**src/hw/rtl/fbab_pkg.sv**
```systemverilog
// Shared types, constants and the blend arithmetic for the framebuffer blend engine.
// Used by the controller, the datapath, the top level and the checker; depends on nothing else.
package fbab_pkg;

    // Frame geometry and derived widths.
    localparam int MAX_WIDTH  = 256;
    localparam int MAX_HEIGHT = 256;
    localparam int DEPTH      = MAX_WIDTH * MAX_HEIGHT;
    localparam int ADDR_W     = $clog2(DEPTH);
    localparam int CNT_W      = ADDR_W + 1;
    localparam int XI_W       = $clog2(MAX_WIDTH);
    localparam int YI_W       = $clog2(MAX_HEIGHT);

    // Field widths fixed by the interface.
    localparam int COORD_W = 12;
    localparam int DIM_W   = 9;
    localparam int CH_W    = 8;
    localparam int PIX_W   = 4 * CH_W;
    localparam int IDX_W   = 2;

    localparam logic [CH_W-1:0] ALPHA_MAX = 8'hFF;

    // Configuration register indexes.
    localparam logic [IDX_W-1:0] REG_FRAME_WIDTH  = 2'd0;
    localparam logic [IDX_W-1:0] REG_FRAME_HEIGHT = 2'd1;

    // Command opcodes; the fourth code is unused and touches no pixel.
    typedef enum logic [1:0] {
        OP_PLOT  = 2'd0,
        OP_CLEAR = 2'd1,
        OP_READ  = 2'd2
    } op_t;

    // Commands from the controller to the datapath.
    typedef struct packed {
        logic load;
        logic calc;
        logic rd;
        logic wr;
        logic init;
        logic sweep_start;
        logic sweep;
        logic finish;
    } dp_cmd_t;

    // Status from the datapath to the controller.
    typedef struct packed {
        logic [1:0] op;
        logic       outside;
        logic       init_last;
        logic       sweep_done;
    } dp_stat_t;

    // One channel of the blend: (s*a + d*(255-a)) / 255, truncated.
    // The divide by 255 uses (v + 1 + (v >> 8)) >> 8, exact for every v the blend can form (at most 255*255).
    function automatic logic [CH_W-1:0] mix8(
        input logic [CH_W-1:0] s,
        input logic [CH_W-1:0] d,
        input logic [CH_W-1:0] a
    );
        logic [15:0] v;
        logic [16:0] t;
        v = 16'(s) * 16'(a) + 16'(d) * 16'(ALPHA_MAX - a);
        t = 17'(v) + 17'd1 + 17'(v[15:8]);
        return t[15:8];
    endfunction

    // Blend a source color into a stored pixel; alpha becomes opaque.
    function automatic logic [PIX_W-1:0] blend_pix(
        input logic [PIX_W-1:0] dst,
        input logic [CH_W-1:0]  r,
        input logic [CH_W-1:0]  g,
        input logic [CH_W-1:0]  b,
        input logic [CH_W-1:0]  a
    );
        return {ALPHA_MAX,
                mix8(b, dst[23:16], a),
                mix8(g, dst[15:8], a),
                mix8(r, dst[7:0], a)};
    endfunction

endpackage

```
**src/hw/rtl/fbab_ctrl.sv**
```systemverilog
// Controller state machine of the framebuffer blend engine.
// Depends on fbab_pkg for the command and status structs and opcodes.
module fbab_ctrl
    import fbab_pkg::*;
(
    input  logic     clk,
    input  logic     rst_n,
    input  logic     start,
    output logic     busy,
    input  dp_stat_t stat,
    output dp_cmd_t  cmd
);

    typedef enum logic [2:0] {
        S_INIT,
        S_IDLE,
        S_CHECK,
        S_LOOK,
        S_MOD,
        S_SWEEP
    } state_t;

    state_t state_reg;
    state_t state_next;

    // State register.
    always_ff @(posedge clk or negedge rst_n)
    begin
        if (!rst_n)
        begin
            state_reg <= S_INIT;
        end
        else
        begin
            state_reg <= state_next;
        end
    end

    assign busy = (state_reg != S_IDLE);

    // Next state and commands to the datapath.
    always_comb
    begin
        state_next = state_reg;
        cmd        = '0;
        case (state_reg)
            S_INIT:
            begin
                cmd.init = 1'b1;
                if (stat.init_last)
                begin
                    state_next = S_IDLE;
                end
            end
            S_IDLE:
            begin
                if (start)
                begin
                    cmd.load   = 1'b1;
                    state_next = S_CHECK;
                end
            end
            S_CHECK:
            begin
                if (stat.op == OP_CLEAR)
                begin
                    cmd.sweep_start = 1'b1;
                    state_next      = S_SWEEP;
                end
                else if (stat.op inside {OP_PLOT, OP_READ})
                begin
                    cmd.calc   = 1'b1;
                    state_next = S_LOOK;
                end
                else
                begin
                    cmd.finish = 1'b1;
                    state_next = S_IDLE;
                end
            end
            S_LOOK:
            begin
                if (stat.outside)
                begin
                    cmd.finish = 1'b1;
                    state_next = S_IDLE;
                end
                else
                begin
                    cmd.rd     = 1'b1;
                    state_next = S_MOD;
                end
            end
            S_MOD:
            begin
                cmd.wr     = (stat.op == OP_PLOT);
                cmd.finish = 1'b1;
                state_next = S_IDLE;
            end
            S_SWEEP:
            begin
                cmd.sweep = 1'b1;
                if (stat.sweep_done)
                begin
                    cmd.finish = 1'b1;
                    state_next = S_IDLE;
                end
            end
            default:
            begin
                state_next = S_IDLE;
            end
        endcase
    end

endmodule

```
**config.mk**
```make
export PLATFORM = sky130hd
export DESIGN_NAME = fbab_ctrl
export DESIGN_NICKNAME = d
export VERILOG_FILES = /design/src/hw/rtl/fbab_pkg.sv /design/src/hw/rtl/fbab_ctrl.sv
export SDC_FILE = /design/constraint.sdc
export NUM_CORES = 1
export LEC_CHECK = 0
export BUFFER_PORTS_ARGS = -buffer_cell sky130_fd_sc_hd__buf_2
export CORE_AREA = 2 2 39 41
export DETAILED_ROUTE_END_ITERATION = 10
export DIE_AREA = 0 0 41 43
export SYNTH_ARGS = -nofsm -noshare
export SYNTH_HDL_FRONTEND = slang
export SYNTH_SLANG_ARGS = --single-unit
```
**constraint.sdc**
```tcl
create_clock -name clk -period 2.5 [get_ports clk]
set_input_delay 0.5 -clock clk [delete_from_list [all_inputs] [get_ports clk]]
set_output_delay 0.5 -clock clk [all_outputs]
set_load 0.005 [all_outputs]
```
==> reports/results.txt, run 1 <==
Status - complete, no violations
Final hold violations - 0
Ranking of synthesized cells by area - dfrtp_1, and4bb_1, or3b_1
Worst Setup Start Kind - flop
Buf/Inv on CP - 1
Drt via density - 4.55
Worst path slowest cell - dfrtp_1
DP Area - 355 um^2
Setup TNS - 0 ns
Die Y - 43 um
Post-Synthesis Cells - 31
Final worst-path cycle share - 74.4%
Placed insts - 60
Sequential Area - 75.1 um^2
Detailed-route wire length per cell - 10.4 um
Global route overflow - 0
Post-CTS resize count - 0
Relative slew margins - 78.3%
Fin nets - 57
Largest register FFs - 3
Post-synthesis sequential area ratio - 26.7%
H-tree depth - 1
CTS Hold Bufs - 0
Mapped Nets - 39
First-pass GRT wire length - 1190 um
Fillcell total - 159
1st-iter DRT viols - 4
Mapped cell area - 282 um^2
Number of global-route vias before repair - 272
Fin area - 382 um^2
Ys Warns - 0
Yosys cell types - 22
Clock Skew - 0.0000477 ns
CP Capture Type - primary output
DRC viols - 0
FMAX - 0.537 GHz
DIE AREA - 1760 um^2
Avg Cell Area, Syn - 9.08 um^2
Final Non-Filler Cells - 64
Initial Util - 20.3%
Slew Viols, Final - 0
Antenna violations before repair - 0
Clock buffer depth - 2
CP max stage delay - 0.52 ns
VDD IR max - 318 uV
Antenna diode count - 0
Layout area overhead - 35.6%
CP required - 2.00 ns
TritonCTS clock tree - built
Pleak - 0.200 nW
Setup repair bufs after CTS - 0
Routed wire length - 664 um
Insertion delay to the later sink of the worst-skew pair - 0.23 ns
Port buffer count - 16
Crit path kind - flop to primary output
Most frequent cells in the layout - buf_2, inv_1, clkbuf_4, dfrtp_1
Critical path fanouts, max - 14
Data arrival, critical path - 1.36 ns
1st-pass router iterations - 4
Clock Sinks - 3
Top delay family on crit path - flip-flops
Vias post-DR - 291
Cell Pwr Density - 1010 nW/um^2
Worst slew pin tran - 0.325 ns
GP Congestion - 0.668
Post-synth top area share - 26.7%
HPWL after DPL - 487 um
Cell Chain, Critical Path - or3b_1 > nor2_2 > buf_2
Most common cell after layout, fill and taps aside - buf_2
ANT nets after route - 0
Die X - 41 um
Gr usage total - 10.5%
Cts bufs inserted - 3
Multi-input logic area - 169 um^2
Unrepaired setup endpoints after global routing - no
Total power - 0.385 mW
Num rows - 14
Root buf cell - clkbuf_4
Final min period - 1.86 ns
Clk pin slew, worst setup/hold paths - 0.04 ns
Synth area leader - dfrtp_1
Top-Level Pins - 17
Layout cell share with drive strength beyond 1 - 41.7%
Max-capacitance violation count - 0
Core area - 1380 um^2
#FFs+latches synth - 3
HP Class - input port to asynchronous set/reset pin
Largest net degree at the start of global routing - 15
Setup-violating endpoint count in the final report - 0
[cell type report]
class,count,share of cell area (%)
inverters,3,2.95
multi-input cells,22,44.3
well taps,16,5.25
clock buffers,4,6.89
repair buffers,16,21.0
flip-flops and latches,3,19.7
[per-stage QoR]
stage / utilization (%) / setup WS (ns) / hold WS (ns)
after floorplan: - / 0.981 / 0.204
after global placement: 25.7 / 0.906 / 0.298
after detailed placement: 25.7 / 0.887 / 0.299
after CTS: 27.6 / 0.618 / 0.0444
after global routing: 27.6 / 0.509 / 0.0386
final: 27.6 / 0.639 / 0.0524
[worst register-to-register path: stages, from the launching register on]
cell	delay, ns
dfrtp_1	0.52
and4bb_1	0.26
a221o_1	0.34
[Yosys cell counts, drive strengths merged]
cell type / n
nor3: 1
and3b: 1
and4bb: 2
nor2b: 1
nand2b: 2
nand4bb: 1
dfrtp: 3
nor4b: 1
nor4: 1
buf: 3
or3b: 2
nand4b: 1
a221o: 1
or2b: 1
a31oi: 1
nor2: 3
a21oi: 1
o221ai: 1
inv: 3
nand3b: 1
[routing by layer]
layer	GRT usage [%]	part of all wire (%)	vias up
li1	-	-	148
met3	7.85	13	0
met4	4.00	0	0
met1	14.9	48	127
met2	11.6	39	16
met5	0	0	-
[report_power, final]
group | total (mW) | switching (mW) | leakage [nW] | internal [mW]
Combinational | 0.173 | 0.0663 | 0.147 | 0.106
Sequential | 0.127 | 0.0561 | 0.0378 | 0.0705
Clock | 0.0861 | 0.0262 | 0.0150 | 0.0599
Total | 0.385 | 0.149 | 0.200 | 0.237
[cell families after synthesis]
| family | count (synthesis) | share of synthesized area, % |
|---|---|---|
| buffers and inverters | 6 | 13.3 |
| AO/OA/AOI/OAI | 4 | 10.7 |
| AND/OR/NAND/NOR | 18 | 49.3 |
| flip-flops | 3 | 26.7 |
[path summary, 6_finish.rpt]
check                                    startpoint                  endpoint  slack (ns)  cells past startpoint
max in group asynchronous                     rst_n  state_reg[0]$_DFFE_PN0P_        2.34                      1
setup reg to reg           state_reg[0]$_DFFE_PN0P_  state_reg[2]$_DFFE_PN0P_        1.26                      2
min in group clk                            stat[1]  state_reg[0]$_DFFE_PN0P_        0.54                      3
setup / recovery           state_reg[0]$_DFFE_PN0P_                    cmd[7]        0.64                      3
hold / removal                                rst_n  state_reg[2]$_DFFE_PN0P_        0.05                      1
hold reg to reg            state_reg[2]$_DFFE_PN0P_  state_reg[1]$_DFFE_PN0P_        0.62                      1
Power figures use the tool's default switching activity.
==> inputs of run 2 (changes only) <==
Clock period 2.5 ns to 1.7 ns, I/O delays scaled along.
==> run 2 against run 1 <==
Effect of this change:
- sequential power grew 51%
- die area unchanged
- non-clock buffer count up 3
- wire length is 8.1% higher
- largest cell class unchanged
==> reports/results.txt, run 2 (synthesis results as in run 1) <==
Most frequent cells in the layout - buf_2, inv_1, clkbuf_4, dfrtp_2 (was buf_2, inv_1, clkbuf_4, dfrtp_1)
Fin nets - 60 (was 57)
Unrepaired setup endpoints after global routing - yes (was no)
Root buf cell - clkbuf_4 (unchanged)
Num rows - 14 (unchanged)
Number of global-route vias before repair - 254 (was 272)
Clk pin slew, worst setup/hold paths - 0.04 ns (about the same)
CP max stage delay - 0.45 ns (was 0.52 ns)
Port buffer count - 16 (unchanged)
Layout area overhead - 48.0% (was 35.6%)
Cts bufs inserted - 3 (unchanged)
Cell Chain, Critical Path - or3b_1 > nor2_2 > buf_2 (unchanged)
Final core utilization - 30.1% (was 27.6%)
HP Class - input port to flop (was input port to asynchronous set/reset pin)
Antenna diode count - 0 (unchanged)
Critical Path Stages - 3 (unchanged)
Max-capacitance violation count - 0 (unchanged)
ANT nets after route - 0 (unchanged)
Global route overflow - 0 (unchanged)
FF-to-FF path depth - 3 (was 2)
DRC viols - 0 (unchanged)
FMAX - 0.614 GHz
Hold depth - 3
Largest register FFs - 3 (unchanged)
Fillcell total - 167 (was 159)
DIE AREA - 1760 um^2 (unchanged)
H-tree depth - 1 (unchanged)
Clock Sinks - 3 (unchanged)
Die Y - 43 um (unchanged)
First-pass GRT wire length - 1210 um (was 1190 um)
Slew Viols, Final - 0 (unchanged)
Gr usage total - 10.5% (about the same)
Status - complete, no violations (unchanged)
Data arrival, critical path - 1.29 ns (was 1.36 ns)
CP Capture Type - primary output (unchanged)
Final hold violations - 0 (unchanged)
1st-iter DRT viols - 1 (was 4)
Die X - 41 um (unchanged)
Relative slew margins - 84.9% (was 78.3%)
Setup WS pre-CTS - 0.250 ns (was 0.887 ns)
Pleak - 0.211 nW (was 0.200 nW)
Critical path fanouts, max - 10 (was 14)
Top delay family on crit path - simple AND/OR/NAND/NOR gates (was flip-flops)
Crit path kind - flop to primary output (unchanged)
Clock Skew - 0.00470 ns (was 0.0000477 ns)
Final min period - 1.63 ns
Drt via density - 4.39 (was 4.55)
R2R Setup Slk - 0.46 ns (was 1.26 ns)
Clock buffer depth - 2 (unchanged)
Vias post-DR - 294 (was 291)
Core area - 1380 um^2 (unchanged)
1st-pass router iterations - 2 (was 4)
Setup-violating endpoint count in the final report - 0 (unchanged)
Initial Util - 20.3% (unchanged)
Worst slew pin tran - 0.223 ns (was 0.325 ns)
Largest net degree at the start of global routing - 15 (unchanged)
CP required - 1.36 ns (was 2.00 ns)
HPWL after DPL - 504 um (was 487 um)
Layout cell share with drive strength beyond 1 - 51.0% (was 41.7%)
Detailed-route wire length per cell - 10.7 um (was 10.4 um)
GP Congestion - 0.682 (was 0.668)
VDD IR max - 537 uV (was 318 uV)
Most common cell after layout, fill and taps aside - buf_2 (unchanged)
Worst path slowest cell - dfrtp_2 (was dfrtp_1)
Final worst-path cycle share - 95.9%
Antenna violations before repair - 0 (unchanged)
Routed wire length - 718 um (was 664 um)
Cell Pwr Density - 1470 nW/um^2 (was 1010 nW/um^2)
TritonCTS clock tree - built (unchanged)
Worst Setup Start Kind - flop (unchanged)
Top-Level Pins - 17 (unchanged)
Final WS setup - 0.0702 ns (was 0.639 ns)
Buf/Inv on CP - 1 (unchanged)
Insertion delay to the later sink of the worst-skew pair - 0.23 ns (about the same)
## run 2: cell types whose count changed in the layout (fill, tap and decap cells not counted)
cell	previous run	this run
buf_4	0	2
dfrtp_2	0	3
o221ai_1	1	0
dfrtp_1	3	0
o221ai_2	0	1
dlygate4sd3_1	0	1
## run 2: power by group
group / leakage, nW / switching, mW / internal (mW)
logic: 0.162 / 0.112 / 0.186
clock network: 0.0150 / 0.0348 / 0.0878
registers: 0.0340 / 0.0811 / 0.111
## run 2: area by class of cell
type	count	area [um^2]	area share (%)
inverters	3	11.3	2.70
well taps	16	20.0	4.80
flip-flops and latches	3	78.8	18.9
multi-input cells	22	175	42.0
repair buffers	19	105	25.2
clock buffers	4	26.3	6.31
## run 2: final timing paths
| path | start | to |
|---|---|---|
| max in group asynchronous | rst_n | state_reg[1]$_DFFE_PN0P_ |
| worst max-delay path | state_reg[2]$_DFFE_PN0P_ | cmd[7] |
| min in group asynchronous | rst_n | state_reg[2]$_DFFE_PN0P_ |
| worst max register to register | state_reg[0]$_DFFE_PN0P_ | state_reg[1]$_DFFE_PN0P_ |
| worst min-delay path | stat[1] | state_reg[0]$_DFFE_PN0P_ |
| worst min register to register | state_reg[2]$_DFFE_PN0P_ | state_reg[1]$_DFFE_PN0P_ |
## run 2: metrics by stage
stage               hold slack (ns)  total power, mW  std cells  instance area (um^2)   TNS, ns
detailed placement            0.137            0.443         60                   355         0
finish                        0.392            0.613         67                   417         0
CTS                           0.386            0.582         65                   393         0
global placement              0.138            0.437         60                   355         0
global route                  0.410            0.675         67                   417  -0.00391
floorplan                    0.0444            0.384         31                   282         0
## run 2: worst min-delay path: stages
cell	delay [ns]
buf_2	0.09
nand2b_1	0.06
a31oi_1	0.08
## run 2: repair_timing
action | 4_1_cts | 5_1_grt
setup endpoints to repair | 1 | 3
gates resized for setup | 1 | 3
pin swaps | 0 | 0
hold buffers | 1 | 0
buffers inserted | 0 | 2
hold endpoints to repair | 3 | 0
gates cloned | 0 | 0
## run 2: routing by layer
metal / GRT usage (%) / wire length (um) / vias up
li1: - / - / 154
met1: 14.3 / 326 / 128
met2: 14.1 / 331 / 12
met3: 4.71 / 60 / 0
met4: 4.00 / 0 / 0
met5: 0 / 0 / -
